--- src/rtl/assert_macros.svh ---
// Assertion macros used by the top level of the frequency meter.
`ifndef ASSERT_MACROS_SVH
`define ASSERT_MACROS_SVH

// Implication checked in the same cycle; the check is off while reset is low.
`define EWFM_ASSERT_IMP(lbl, clk, rstn, ante, cons, msg) \
    lbl: assert property (@(posedge clk) disable iff (!rstn) (ante) |-> (cons)) \
        else $error(msg);

// Implication checked in the cycle after the antecedent.
`define EWFM_ASSERT_NXT(lbl, clk, rstn, ante, cons, msg) \
    lbl: assert property (@(posedge clk) disable iff (!rstn) (ante) |=> (cons)) \
        else $error(msg);

`endif

--- src/rtl/ewfm_pkg.sv ---
// Types and constants shared by the frequency meter modules.
`default_nettype none

package ewfm_pkg;

    // Field widths.
    localparam int STAMP_W  = 32;
    localparam int FREQ_W   = 48;
    localparam int HZ_W     = 27;
    localparam int FRAC_W   = 16;
    // Width of the window length as it enters the multiplier (covers up to 255).
    localparam int WIN_W    = 8;
    localparam int PROD_W   = WIN_W + HZ_W;
    localparam int NUM_W    = PROD_W + FRAC_W;
    localparam int DIV_CNT_W = $clog2(NUM_W + 1);

    // Configuration port.
    localparam int PADDR_W = 3;
    localparam int PDATA_W = 32;
    localparam logic REG_TIMER_HZ_IDX = 1'b0;

    localparam logic [HZ_W-1:0]   TIMER_HZ_RESET = HZ_W'(1000000);
    localparam logic [FREQ_W-1:0] FREQ_MAX       = {FREQ_W{1'b1}};

    // Item kinds on the input channel.
    typedef enum logic [1:0] {
        KIND_EDGE = 2'd0,
        KIND_ARM  = 2'd1,
        KIND_READ = 2'd2
    } kind_t;

    // Input word.
    typedef struct packed {
        kind_t              kind;
        logic [STAMP_W-1:0] edge_time;
    } in_item_t;

    // Result word.
    typedef struct packed {
        logic               ready_res;
        logic               is_reading;
        logic [STAMP_W-1:0] period_ticks;
        logic [FREQ_W-1:0]  frequency_q16;
        logic               zero_period;
    } out_item_t;

    // Request to the shared divider.
    typedef struct packed {
        logic               start;
        logic [NUM_W-1:0]   dividend;
        logic [STAMP_W-1:0] divisor;
    } div_req_t;

    // Status from the shared divider.
    typedef struct packed {
        logic             busy;
        logic             done;
        logic [NUM_W-1:0] quotient;
    } div_rsp_t;

endpackage

`default_nettype wire

--- src/rtl/edge_window_frequency_meter_top.sv ---
// Top level of the edge window frequency meter: sequencer, ring control and register port.
`default_nettype none

// Reciprocal frequency counter over a window of WINDOW_PERIODS periods. Each input
// word is a falling edge with its timestamp, an arm command or a read request, and
// each one yields exactly one result word. Edge, arm and unused kinds go from the
// accepting state to the done state, which loads the output register. A read passes
// through the accepting state, two reads of the timestamp ring through its one read
// port, the span and window-times-rate product, the start of the shared restoring
// divider, 51 divider steps of one quotient bit each, which set the read rate, the
// quotient collection and the output register load. A zero span skips the divider.
// The block takes one word at a time and accepts the next one once the previous
// result is in the output register; a result held by the receiver stalls the input.
// The timestamp ring needs no clearing pass; entries never written since reset read
// as zero. timer_hz is written through the register port at byte address 0; the user
// must write it only while the block is idle, which the block itself does not enforce.

`include "assert_macros.svh"

module edge_window_frequency_meter_top #(
    parameter int WINDOW_PERIODS = 16
) (
    input  wire logic                            aclk,
    input  wire logic                            aresetn,
    // Input channel.
    input  wire logic                            s_valid,
    output      logic                            s_ready,
    input  wire ewfm_pkg::in_item_t              s_data,
    // Result channel.
    output      logic                            m_valid,
    input  wire logic                            m_ready,
    output      ewfm_pkg::out_item_t             m_data,
    // Register port.
    input  wire logic                            psel,
    input  wire logic                            penable,
    input  wire logic                            pwrite,
    input  wire logic [ewfm_pkg::PADDR_W-1:0]    paddr,
    input  wire logic [ewfm_pkg::PDATA_W-1:0]    pwdata,
    output      logic [ewfm_pkg::PDATA_W-1:0]    prdata,
    output      logic                            pready
);

    import ewfm_pkg::*;

    localparam int SLOT = WINDOW_PERIODS + 1;
    localparam int AW   = (SLOT > 1) ? $clog2(SLOT) : 1;
    localparam int LW   = $clog2(SLOT + 1);

    typedef enum logic [3:0] {
        MODE_IDLE     = 4'b0001,
        MODE_LOADING  = 4'b0010,
        MODE_COUNTING = 4'b0100,
        MODE_READY    = 4'b1000
    } mode_t;

    typedef enum logic [5:0] {
        SEQ_IDLE   = 6'b000001,
        SEQ_RD_OLD = 6'b000010,
        SEQ_RD_NEW = 6'b000100,
        SEQ_START  = 6'b001000,
        SEQ_DIV    = 6'b010000,
        SEQ_DONE   = 6'b100000
    } seq_t;

    seq_t              seq_reg, seq_next;
    mode_t             mode_reg, mode_next;
    logic [AW-1:0]     oldest_reg, oldest_next;
    logic [AW-1:0]     newest_reg, newest_next;
    logic [LW-1:0]     load_count_reg, load_count_next;
    logic [HZ_W-1:0]   timer_hz_reg;
    logic [STAMP_W-1:0] old_stamp_reg, old_stamp_next;
    logic [STAMP_W-1:0] span_reg, span_next;
    logic [PROD_W-1:0] prod_reg, prod_next;
    out_item_t         res_reg, res_next;
    out_item_t         m_data_reg;
    logic              m_valid_reg, m_valid_next;

    logic              accept;
    logic              out_free;
    logic              wr_en;
    logic [AW-1:0]     wr_addr;
    logic              rd_en;
    logic [AW-1:0]     rd_addr;
    logic [STAMP_W-1:0] rd_data;
    div_req_t          div_req;
    div_rsp_t          div_rsp;

    function automatic logic [AW-1:0] next_slot(input logic [AW-1:0] i);
        return (i == AW'(SLOT - 1)) ? '0 : i + 1'b1;
    endfunction

    assign s_ready  = (seq_reg == SEQ_IDLE);
    assign accept   = s_valid && s_ready;
    assign out_free = !m_valid_reg || m_ready;

    // Timestamp ring.
    ewfm_stamp_ram #(
        .DEPTH (SLOT),
        .AW    (AW),
        .DW    (STAMP_W)
    ) u_stamp_ram (
        .aclk    (aclk),
        .aresetn (aresetn),
        .wr_en   (wr_en),
        .wr_addr (wr_addr),
        .wr_data (s_data.edge_time),
        .rd_en   (rd_en),
        .rd_addr (rd_addr),
        .rd_data (rd_data)
    );

    // Shared divider.
    ewfm_divider u_divider (
        .aclk    (aclk),
        .aresetn (aresetn),
        .req     (div_req),
        .rsp     (div_rsp)
    );

    // Sequencer, ring bookkeeping and result assembly.
    always_comb begin
        seq_next        = seq_reg;
        mode_next       = mode_reg;
        oldest_next     = oldest_reg;
        newest_next     = newest_reg;
        load_count_next = load_count_reg;
        old_stamp_next  = old_stamp_reg;
        span_next       = span_reg;
        prod_next       = prod_reg;
        res_next        = res_reg;
        m_valid_next    = m_valid_reg && !m_ready;
        wr_en           = 1'b0;
        wr_addr         = '0;
        rd_en           = 1'b0;
        rd_addr         = oldest_reg;
        div_req.start    = 1'b0;
        div_req.dividend = {prod_reg, {FRAC_W{1'b0}}};
        div_req.divisor  = span_reg;

        case (seq_reg)
            SEQ_IDLE: begin
                if (accept) begin
                    seq_next = SEQ_DONE;
                    case (s_data.kind)
                        KIND_EDGE: begin
                            case (mode_reg)
                                MODE_LOADING: begin
                                    if (load_count_reg < LW'(SLOT)) begin
                                        wr_en           = 1'b1;
                                        wr_addr         = load_count_reg[AW-1:0];
                                        load_count_next = load_count_reg + 1'b1;
                                    end
                                    if (load_count_next >= LW'(SLOT)) begin
                                        mode_next = MODE_READY;
                                    end
                                end
                                MODE_COUNTING, MODE_READY: begin
                                    oldest_next = next_slot(oldest_reg);
                                    newest_next = next_slot(newest_reg);
                                    wr_en       = 1'b1;
                                    wr_addr     = newest_next;
                                    mode_next   = MODE_READY;
                                end
                                default: begin
                                end
                            endcase
                        end
                        KIND_ARM: begin
                            oldest_next     = '0;
                            newest_next     = AW'(WINDOW_PERIODS);
                            load_count_next = '0;
                            mode_next       = MODE_LOADING;
                        end
                        KIND_READ: begin
                            // Fetch the oldest stamp first; the read puts the ring into counting mode.
                            rd_en     = 1'b1;
                            rd_addr   = oldest_reg;
                            mode_next = MODE_COUNTING;
                            seq_next  = SEQ_RD_OLD;
                        end
                        default: begin
                        end
                    endcase
                    res_next               = '0;
                    res_next.ready_res     = (mode_next == MODE_READY);
                end
            end
            SEQ_RD_OLD: begin
                old_stamp_next = rd_data;
                rd_en          = 1'b1;
                rd_addr        = newest_reg;
                seq_next       = SEQ_RD_NEW;
            end
            SEQ_RD_NEW: begin
                // Wrapped span and the scaled window rate.
                span_next = rd_data - old_stamp_reg;
                prod_next = PROD_W'(WIN_W'(WINDOW_PERIODS)) * PROD_W'(timer_hz_reg);
                seq_next  = SEQ_START;
            end
            SEQ_START: begin
                res_next              = '0;
                res_next.is_reading   = 1'b1;
                res_next.period_ticks = span_reg;
                if (span_reg == '0) begin
                    res_next.zero_period   = 1'b1;
                    res_next.frequency_q16 = FREQ_MAX;
                    seq_next               = SEQ_DONE;
                end else begin
                    div_req.start = 1'b1;
                    seq_next      = SEQ_DIV;
                end
            end
            SEQ_DIV: begin
                // Saturate quotients that do not fit the result field.
                if (div_rsp.done) begin
                    if (div_rsp.quotient[NUM_W-1:FREQ_W] != '0) begin
                        res_next.frequency_q16 = FREQ_MAX;
                    end else begin
                        res_next.frequency_q16 = div_rsp.quotient[FREQ_W-1:0];
                    end
                    seq_next = SEQ_DONE;
                end
            end
            SEQ_DONE: begin
                if (out_free) begin
                    m_valid_next = 1'b1;
                    seq_next     = SEQ_IDLE;
                end
            end
            default: begin
                seq_next = SEQ_IDLE;
            end
        endcase
    end

    // Control state.
    always_ff @(posedge aclk) begin
        if (!aresetn) begin
            seq_reg        <= SEQ_IDLE;
            mode_reg       <= MODE_IDLE;
            oldest_reg     <= '0;
            newest_reg     <= '0;
            load_count_reg <= '0;
            m_valid_reg    <= 1'b0;
        end else begin
            seq_reg        <= seq_next;
            mode_reg       <= mode_next;
            oldest_reg     <= oldest_next;
            newest_reg     <= newest_next;
            load_count_reg <= load_count_next;
            m_valid_reg    <= m_valid_next;
        end
    end

    // Working registers and the output word.
    always_ff @(posedge aclk) begin
        old_stamp_reg <= old_stamp_next;
        span_reg      <= span_next;
        prod_reg      <= prod_next;
        res_reg       <= res_next;
        if (seq_reg == SEQ_DONE && out_free) begin
            m_data_reg <= res_reg;
        end
    end

    assign m_valid = m_valid_reg;
    assign m_data  = m_data_reg;

    // Register port: timer_hz at byte address 0.
    always_ff @(posedge aclk) begin
        if (!aresetn) begin
            timer_hz_reg <= TIMER_HZ_RESET;
        end else if (psel && penable && pwrite && pready && paddr[2] == REG_TIMER_HZ_IDX) begin
            timer_hz_reg <= pwdata[HZ_W-1:0];
        end
    end

    assign pready = 1'b1;
    assign prdata = (paddr[2] == REG_TIMER_HZ_IDX) ? PDATA_W'(timer_hz_reg) : '0;

    // Checks on the sequencer and the ring bookkeeping.
    `EWFM_ASSERT_IMP(a_no_accept_while_div, aclk, aresetn, div_rsp.busy, !s_ready, "input taken while dividing")
    `EWFM_ASSERT_IMP(a_read_not_ready, aclk, aresetn, m_valid && m_data.is_reading, !m_data.ready_res, "read result flagged ready")
    `EWFM_ASSERT_IMP(a_zero_span_max, aclk, aresetn, m_valid && m_data.zero_period, m_data.is_reading && m_data.frequency_q16 == FREQ_MAX && m_data.period_ticks == '0, "zero span result inconsistent")
    `EWFM_ASSERT_IMP(a_load_bound, aclk, aresetn, 1'b1, load_count_reg <= LW'(SLOT) && oldest_reg < AW'(SLOT) && newest_reg < AW'(SLOT), "ring index out of range")
    `EWFM_ASSERT_NXT(a_div_done_to_result, aclk, aresetn, div_rsp.done, seq_reg == SEQ_DONE && res_reg.is_reading, "divider result not collected")

endmodule

`default_nettype wire

--- src/rtl/ewfm_stamp_ram.sv ---
// Timestamp ring storage with one write port, one registered read port and valid bits.
`default_nettype none

module ewfm_stamp_ram #(
    parameter int DEPTH = 17,
    parameter int AW    = 5,
    parameter int DW    = 32
) (
    input  wire logic          aclk,
    input  wire logic          aresetn,
    input  wire logic          wr_en,
    input  wire logic [AW-1:0] wr_addr,
    input  wire logic [DW-1:0] wr_data,
    input  wire logic          rd_en,
    input  wire logic [AW-1:0] rd_addr,
    output      logic [DW-1:0] rd_data
);

    logic [DW-1:0]    mem_reg [DEPTH];
    logic [DEPTH-1:0] valid_reg;
    logic [DW-1:0]    rd_data_reg;

    // Storage array; written entries are marked valid.
    always_ff @(posedge aclk) begin
        if (wr_en) begin
            mem_reg[wr_addr] <= wr_data;
        end
    end

    // Valid bits make never-written entries read as zero after reset.
    always_ff @(posedge aclk) begin
        if (!aresetn) begin
            valid_reg <= '0;
        end else if (wr_en) begin
            valid_reg[wr_addr] <= 1'b1;
        end
    end

    // Registered read.
    always_ff @(posedge aclk) begin
        if (rd_en) begin
            rd_data_reg <= valid_reg[rd_addr] ? mem_reg[rd_addr] : '0;
        end
    end

    assign rd_data = rd_data_reg;

endmodule

`default_nettype wire

--- src/rtl/ewfm_divider.sv ---
// Restoring divider that produces one quotient bit per cycle.
`default_nettype none

module ewfm_divider (
    input  wire logic              aclk,
    input  wire logic              aresetn,
    input  wire ewfm_pkg::div_req_t req,
    output      ewfm_pkg::div_rsp_t rsp
);

    import ewfm_pkg::*;

    logic                 busy_reg, busy_next;
    logic                 done_reg, done_next;
    logic [DIV_CNT_W-1:0] cnt_reg, cnt_next;
    logic [STAMP_W-1:0]   rem_reg, rem_next;
    logic [NUM_W-1:0]     quo_reg, quo_next;
    logic [STAMP_W-1:0]   dvsr_reg, dvsr_next;
    logic [STAMP_W:0]     shifted;
    logic [STAMP_W+1:0]   diff;

    // One step: shift in the next dividend bit and try to subtract the divisor.
    always_comb begin
        shifted   = {rem_reg, quo_reg[NUM_W-1]};
        diff      = {1'b0, shifted} - {2'b00, dvsr_reg};
        busy_next = busy_reg;
        done_next = 1'b0;
        cnt_next  = cnt_reg;
        rem_next  = rem_reg;
        quo_next  = quo_reg;
        dvsr_next = dvsr_reg;
        if (req.start) begin
            busy_next = 1'b1;
            cnt_next  = DIV_CNT_W'(NUM_W);
            rem_next  = '0;
            quo_next  = req.dividend;
            dvsr_next = req.divisor;
        end else if (busy_reg) begin
            if (!diff[STAMP_W+1]) begin
                rem_next = diff[STAMP_W-1:0];
                quo_next = {quo_reg[NUM_W-2:0], 1'b1};
            end else begin
                rem_next = shifted[STAMP_W-1:0];
                quo_next = {quo_reg[NUM_W-2:0], 1'b0};
            end
            cnt_next = cnt_reg - 1'b1;
            if (cnt_reg == DIV_CNT_W'(1)) begin
                busy_next = 1'b0;
                done_next = 1'b1;
            end
        end
    end

    // Control registers.
    always_ff @(posedge aclk) begin
        if (!aresetn) begin
            busy_reg <= 1'b0;
            done_reg <= 1'b0;
            cnt_reg  <= '0;
        end else begin
            busy_reg <= busy_next;
            done_reg <= done_next;
            cnt_reg  <= cnt_next;
        end
    end

    // Datapath registers.
    always_ff @(posedge aclk) begin
        rem_reg  <= rem_next;
        quo_reg  <= quo_next;
        dvsr_reg <= dvsr_next;
    end

    assign rsp.busy     = busy_reg;
    assign rsp.done     = done_reg;
    assign rsp.quotient = quo_reg;

endmodule

`default_nettype wire
--- config.mk ---
export PLATFORM = sky130hd
export DESIGN_NAME = edge_window_frequency_meter_top
export DESIGN_NICKNAME = d
export VERILOG_FILES = /design/src/rtl/ewfm_pkg.sv /design/src/rtl/edge_window_frequency_meter_top.sv /design/src/rtl/ewfm_stamp_ram.sv /design/src/rtl/ewfm_divider.sv
export VERILOG_INCLUDE_DIRS = /design/src /design/src/rtl
export SDC_FILE = /design/constraint.sdc
export NUM_CORES = 1
export LEC_CHECK = 0
export BUFFER_PORTS_ARGS = -buffer_cell sky130_fd_sc_hd__clkbuf_2
export CAP_MARGIN = 5
export CORE_AREA = 4 4 311 283
export CTS_BUF_LIST = sky130_fd_sc_hd__clkbuf_4 sky130_fd_sc_hd__clkbuf_8
export CTS_CLUSTER_SIZE = 14
export DETAILED_ROUTE_END_ITERATION = 16
export DIE_AREA = 0 0 315 287
export PLACE_DENSITY = 0.72
export SYNTH_ARGS = -nofsm -noshare
export SYNTH_HDL_FRONTEND = slang
export SYNTH_SLANG_ARGS = --single-unit
--- constraint.sdc ---
create_clock -name aclk -period 5.3 [get_ports aclk]
set_input_delay 1.06 -clock aclk [delete_from_list [all_inputs] [get_ports aclk]]
set_output_delay 1.06 -clock aclk [all_outputs]
set_load 0.02 [all_outputs]
* Word-level counts from Yosys, hierarchy flattened
Memory sizes are Yosys's and may differ from the RTL's. A register that Yosys moved wholly into a read port is not among the register bits.
Cells that the tools add are included.
W data, S select, Z words.
** Storage, ports and cells
- Memory bits (writable) :: 544
- Memories kept :: 1
- Input port bits :: 76
- Bits in registers :: 450
** Memories
- u_stamp_ram.mem_reg :: words 17, bits a word 32, rd ports 1, clocked after Yosys merged registers in 1, write ports 1, RTL line ewfm_stamp_ram.sv:19 : logic [DW-1:0] mem_reg [DEPTH];
** Cells by class
- Multiplexer cells :: 66
- $lt $le $gt $ge :: 5
- Bitwise gates (word level) :: 4
- Eq/ne operators :: 20
- Add/subtract/negate cells :: 6
- Reductions and logical operators :: 27
** Operators by type and width (number)
- $pmux W48 S3 :: 1
- $mux W48 :: 2
- $mux W83 :: 1
- $mux W5 :: 15
- $pmux W34 S2 :: 1
- $mux W51 :: 1
- $mux W49 :: 1
- $mux W47 :: 1
- $mux W6 :: 7
- $pmux W5 S2 :: 4
- $pmux W6 S6 :: 1
- $sub A33 B32 Y34 :: 1
- $logic_not A32 Y1 :: 1
- $mux W32 :: 1
- $sub A32 B32 Y32 :: 1
- $mux W27 :: 1
- $mux W1 :: 19
- $or A17 B17 Y17 :: 1
- $add A5 B1 Y5 const B :: 3
- $eq A6 B1 Y1 const B :: 2
- $lt A5 B6 Y1 const B :: 2
- $mux W4 :: 3
- $pmux W4 S3 :: 1
- $eq A5 B5 Y1 const B :: 2
- 32 further kinds :: 55

* Depth between registers and ports, before layout
- Depth in word-level cells :: 15
- Mapped depth :: 13
- Mapped depth without buffers :: 12

* Cells and area by module
From an unflattened synthesis, not the netlist that was laid out.
** Unflattened totals
- Cells, all modules :: 2788
- Area, all modules :: 42588.3 um^2
** By module, submodules not included
- ewfm_stamp_ram :: times used 1, sequential area each 17636.9 um^2, cells each 1112, area each 22675.5 um^2
- edge_window_frequency_meter_top :: times used 1, sequential area each 8778.4 um^2, cells each 1057, area each 13137.6 um^2
- ewfm_divider :: times used 1, sequential area each 3293.2 um^2, cells each 619, area each 6775.2 um^2

* Least setup slack after synthesis
No wires, ideal clock.
- Path type :: input-to-reg
- Start :: input m_ready
- End :: register m_data_reg (netlist bit m_data[0]), enable pin
- Required time :: 4.766 ns
- Library setup time :: 0.534 ns
- Setup slack :: -0.103 ns
- Arrival time :: 4.868 ns
- Stages :: 2
- Cells stage by stage :: nand2b_1 > nor2b_1
** Between the ends
- Longest elaborated chain between the ends :: 2
** RTL lines
- from (decl) :: RTL line edge_window_frequency_meter_top.sv:31 : input wire logic m_ready,
- $logic_or A1 B1 Y1 :: RTL line edge_window_frequency_meter_top.sv:94 : assign out_free = !m_valid_reg || m_ready;
- $logic_and A1 B1 Y1 :: RTL line edge_window_frequency_meter_top.sv:261 : if (seq_reg == SEQ_DONE && out_free) begin
- to (signal assigned) :: RTL line edge_window_frequency_meter_top.sv:262 : m_data_reg <= res_reg;
- to (decl) :: RTL line edge_window_frequency_meter_top.sv:75 : out_item_t m_data_reg;
No other way between the ends.
A chain may end at the register's enable or synchronous reset.

* Worst setup path after layout
- Start :: register seq_reg[1]
- End :: memory u_stamp_ram.mem_reg[15][3], enable pin
** Between the ends
- Longest elaborated chain between the ends :: 6
- Elaborated cells on any way between the ends :: 8
- Classes of those cells :: 1 x eq/ne; 6 x mux; 1 x reduce/logical
** RTL lines
- from (decl) :: RTL line edge_window_frequency_meter_top.sv:65 : seq_t seq_reg, seq_next;
- from (signal assigned) :: RTL line edge_window_frequency_meter_top.sv:246 : seq_reg <= seq_next;
- $eq A6 B1 Y1 (*) :: RTL line edge_window_frequency_meter_top.sv:92, edge_window_frequency_meter_top.sv:140
- $logic_and A1 B1 Y1 :: RTL line edge_window_frequency_meter_top.sv:93 : assign accept = s_valid && s_ready;
- $mux W1 :: RTL line edge_window_frequency_meter_top.sv:142 : if (accept) begin
- $mux W1 :: RTL line edge_window_frequency_meter_top.sv:140 : case (seq_reg)
- $mux W1 :: RTL line ewfm_stamp_ram.sv:25 : if (wr_en) begin
- $mux W1 (implied by the code) :: RTL line ewfm_stamp_ram.sv:26 : mem_reg[wr_addr] <= wr_data;
- to (decl) :: RTL line ewfm_stamp_ram.sv:19
Mark *: on every way between the ends. The rest lies on a longest branch, timed or not.

==> impl_metrics.tcl <==
set metrics [dict create \
    status "finished clean" \
    globalplace.congestion 0.865 \
    ios 194 \
    ys_seq_area_share_pct 70.1 \
    crit_path_start_kind "flip-flop" \
    rsz0062_at_grt "no" \
    hpwlAfterDp_mm 57.7 \
    synth.area.top_cells "edfxtp_1 (64%), dfxtp_1 (6.0%), nand2_1 (4.1%)" \
    drt_iter0_markers 2582 \
    fmax_mhz 246 \
    clk_pin_slew_ps 60 \
    syn_inst 3089 \
    fin_setup_tns_ps 0 \
    rr_startpoint "seq_reg[1]$_SDFFE_PN0P_" \
    crit_chain "nor4_1, nand3b_1, inv_1, nand2_1, buf_4, or3_1, a21oi_1, nor2b_1, nand3b_1, nor2_4, buf_12" \
    cts_buffers 159 \
    regToRegSetupSlack_ps 1240 \
    cts_tree "built" \
    power_mw 16.9 \
    skew_ps 45.6 \
    cts-root-buf "clkbuf_8" \
    largest_register_ffs 544 \
    grt-ovfl-total 0 \
    timing.final.ws_setup_ps 1240 \
    fin_area_um2 47800 \
    busiest_layer "met2" \
    vias_per_cell 5.70 \
    ctsResizeCount 0 \
    postRouteAntennaNets 0 \
    met2_usage_pct 34.5 \
    layout.cells.non_filler 4594 \
    path_delay_family "simple AND/OR/NAND/NOR gates" \
    grt_usage_pct 21.3 \
    synth_top_area_share_pct 64.2 \
    cp_max_fo 17 \
    dpl.cell_count 4303 \
    initial_core_util_pct 49.5 \
    final_max_slew_viol_count 0 \
    async_reset_ff_share_pct 0 \
    r2r-end "u_stamp_ram.mem_reg[15][3]$_DFFE_PP_" \
    critPathSlowestCell "nor2_4" \
    synth_warnings 0 \
    cp_num_buf_inv 3 \
    holdCritPathClass "flip-flop to flip-flop" \
    end_kind "flip-flop" \
    crit_required_ps 5770 \
    crit_type "flip-flop to flip-flop" \
    worst_pin_slew_ps 1180 \
    synth_seq_cells 1026 \
    whs_endpoint "m_data[49]$_DFFE_PP_" \
    setup_viol 0 \
    synth_top_cell_by_area "edfxtp_1" \
    drt_pass1_iterations 7 \
    min_path_cells 0 \
    clockBufferDepth 3 \
    hold_viol 0 \
    crit_top_cell "nand3b_1" \
    period_minus_slack_ps 4060 \
    syn_area_per_cell_um2 13.6 \
    fin_crit_sh_pct 76.6 \
    cts_setup_buffers 0 \
    post-place-ws_ps 1310 \
    port-buffer-count 180 \
    yosysUniqueCellTypes 77 \
    via_count 26200 \
    coreArea_um2 85100 \
    drive_above_1_share_pct 18.6 \
    groute.layer.met3.usage_pct 4.40 \
    die_w_um 315 \
    arrival_ps 4530 \
    grt_pass1_wl_mm 148 \
    cts_hold_buffers 0 \
    grt_pass1_vias 25500 \
    routedWlPerCell_um 21.1 \
    holdCritStartpoint "res_reg[49]$_SDFFCE_PN0P_" \
    synth-edff-count 900 \
    syn2layout_area_growth_pct 13.4 \
    synth.most_common_cell "edfxtp_1" \
    cpPeakStageDelay_ps 690 \
    ir_drop_uv 283 \
    grt_max_degree 95 \
    maxSlewHeadroom_pct 21.6 \
    finalWirelength_mm 97.1 \
    placement_rows 102 \
    fillers 6699 \
    dpl-instance-area_um2 44600 \
    clock_latency_ps 800 \
    leakage_nw 16.9 \
    fp.dieArea_um2 90400 \
    synthTopCellsByCount "edfxtp_1 (900), nand2_1 (463), nand3_1 (204), nor2_1 (165), clkbuf_1 (143)" \
    antenna_found_initial 4 \
    numClockSinks 1026 \
    rr_worst_depth 11 \
    maxCapViolCount 0 \
    h-tree-depth 4 \
    powerDensity_nw_per_um2 353 \
    dieHeight_um 287 \
    drcViolationCount 0 \
    nNetsFinal 3469 \
    synthesis.area_um2 42100 \
    grt_use_met1_pct 28.7 \
    ys.flop_type "edfxtp_1" \
]
## worst register-to-register path, cell delays in order, from the launching register on
cell and delay [ps]:
dfxtp_1 350, nor4_1 380, nand3b_1 290, inv_1 180, nand2_1 60, buf_4 180
or3_1 400, a21oi_1 270, nor2b_1 270, nand3b_1 380, nor2_4 690, buf_12 270
## worst max-delay path by stage
stage | end | slack, ps | startpoint | depth (start not counted)
global placement | u_stamp_ram.mem_reg[15][1]$_DFFE_PP_ | 1380 | s_valid | 9
floorplan | u_stamp_ram.rd_data[0]$_SDFFCE_PN0P_ | 910 | s_data[33] | 4
CTS | u_stamp_ram.mem_reg[15][28]$_DFFE_PP_ | 1270 | seq_reg[1]$_SDFFE_PN0P_ | 11
finish | u_stamp_ram.mem_reg[15][3]$_DFFE_PP_ | 1240 | seq_reg[1]$_SDFFE_PN0P_ | 11
detailed placement | u_stamp_ram.mem_reg[15][1]$_DFFE_PP_ | 1310 | s_valid | 9
global route | u_stamp_ram.mem_reg[15][3]$_DFFE_PP_ | 980 | seq_reg[1]$_SDFFE_PN0P_ | 11
## power breakdown
part	switching, mW	internal [mW]	total [mW]
clock	3.00	3.46	6.46
combinational	0.777	0.415	1.19
sequential	0.119	9.08	9.20
## cell usage in the layout, fill, tap and decap left out, types with 39 or more instances in the layout
master	n
edfxtp_1	900
nand2_1	462
nand3_1	204
clkbuf_4	58
clkbuf_2	180
xnor2_1	39
clkbuf_8	164
o21ai_0	140
a32oi_1	39
mux4_2	68
nor2_1	147
and2_1	40
ha_1	71
nor2b_1	41
dfxtp_1	125
inv_1	97
a21oi_1	105
buf_4	48
## area by class of cell
cell class / instances / area [µm²] / area share, %
Inverter: 99 / 372 / 0.778
Timing Repair Buffer: 238 / 1460 / 3.06
Sequential cell: 1026 / 29600 / 61.9
Antenna cell: 3 / 7.51 / 0.0157
Clock inverter: 66 / 455 / 0.953
Multi-Input combinational cell: 1796 / 11800 / 24.7
Clock buffer: 222 / 2690 / 5.64
Tap cell: 1144 / 1430 / 3.00
## kinds of logic (layout without fill, tap and decap cells)
logic type      count (synthesis)  after routing  share of synthesized area, %
other cells                     2              9                        0.0178
flops                        1026           1026                          70.1
mux                            91             91                          4.19
fa+ha+maj                      73             73                          2.20
buf+inv                       271            625                          2.57
simple gates                 1051           1051                          11.3
compound gates                519            519                          8.40
xor+xnor                       56             56                          1.16
## per-stage QoR
step | hold slack [ps] | util, %
6_report | 396 | 56.1
3_3_place_gp | 401 | 52.4
2_1_floorplan | 400 | -
4_1_cts | 391 | 56.1
5_1_grt | 408 | 56.1
3_5_place_dp | 405 | 52.4
## routing by layer
metal,wire [µm],vias up
met1,39900,12800
li1,-,12100
met2,46900,1096
met3,7570,206
met5,0,-
met4,2750,0
Note: power is estimated with default switching activity, not from simulation.
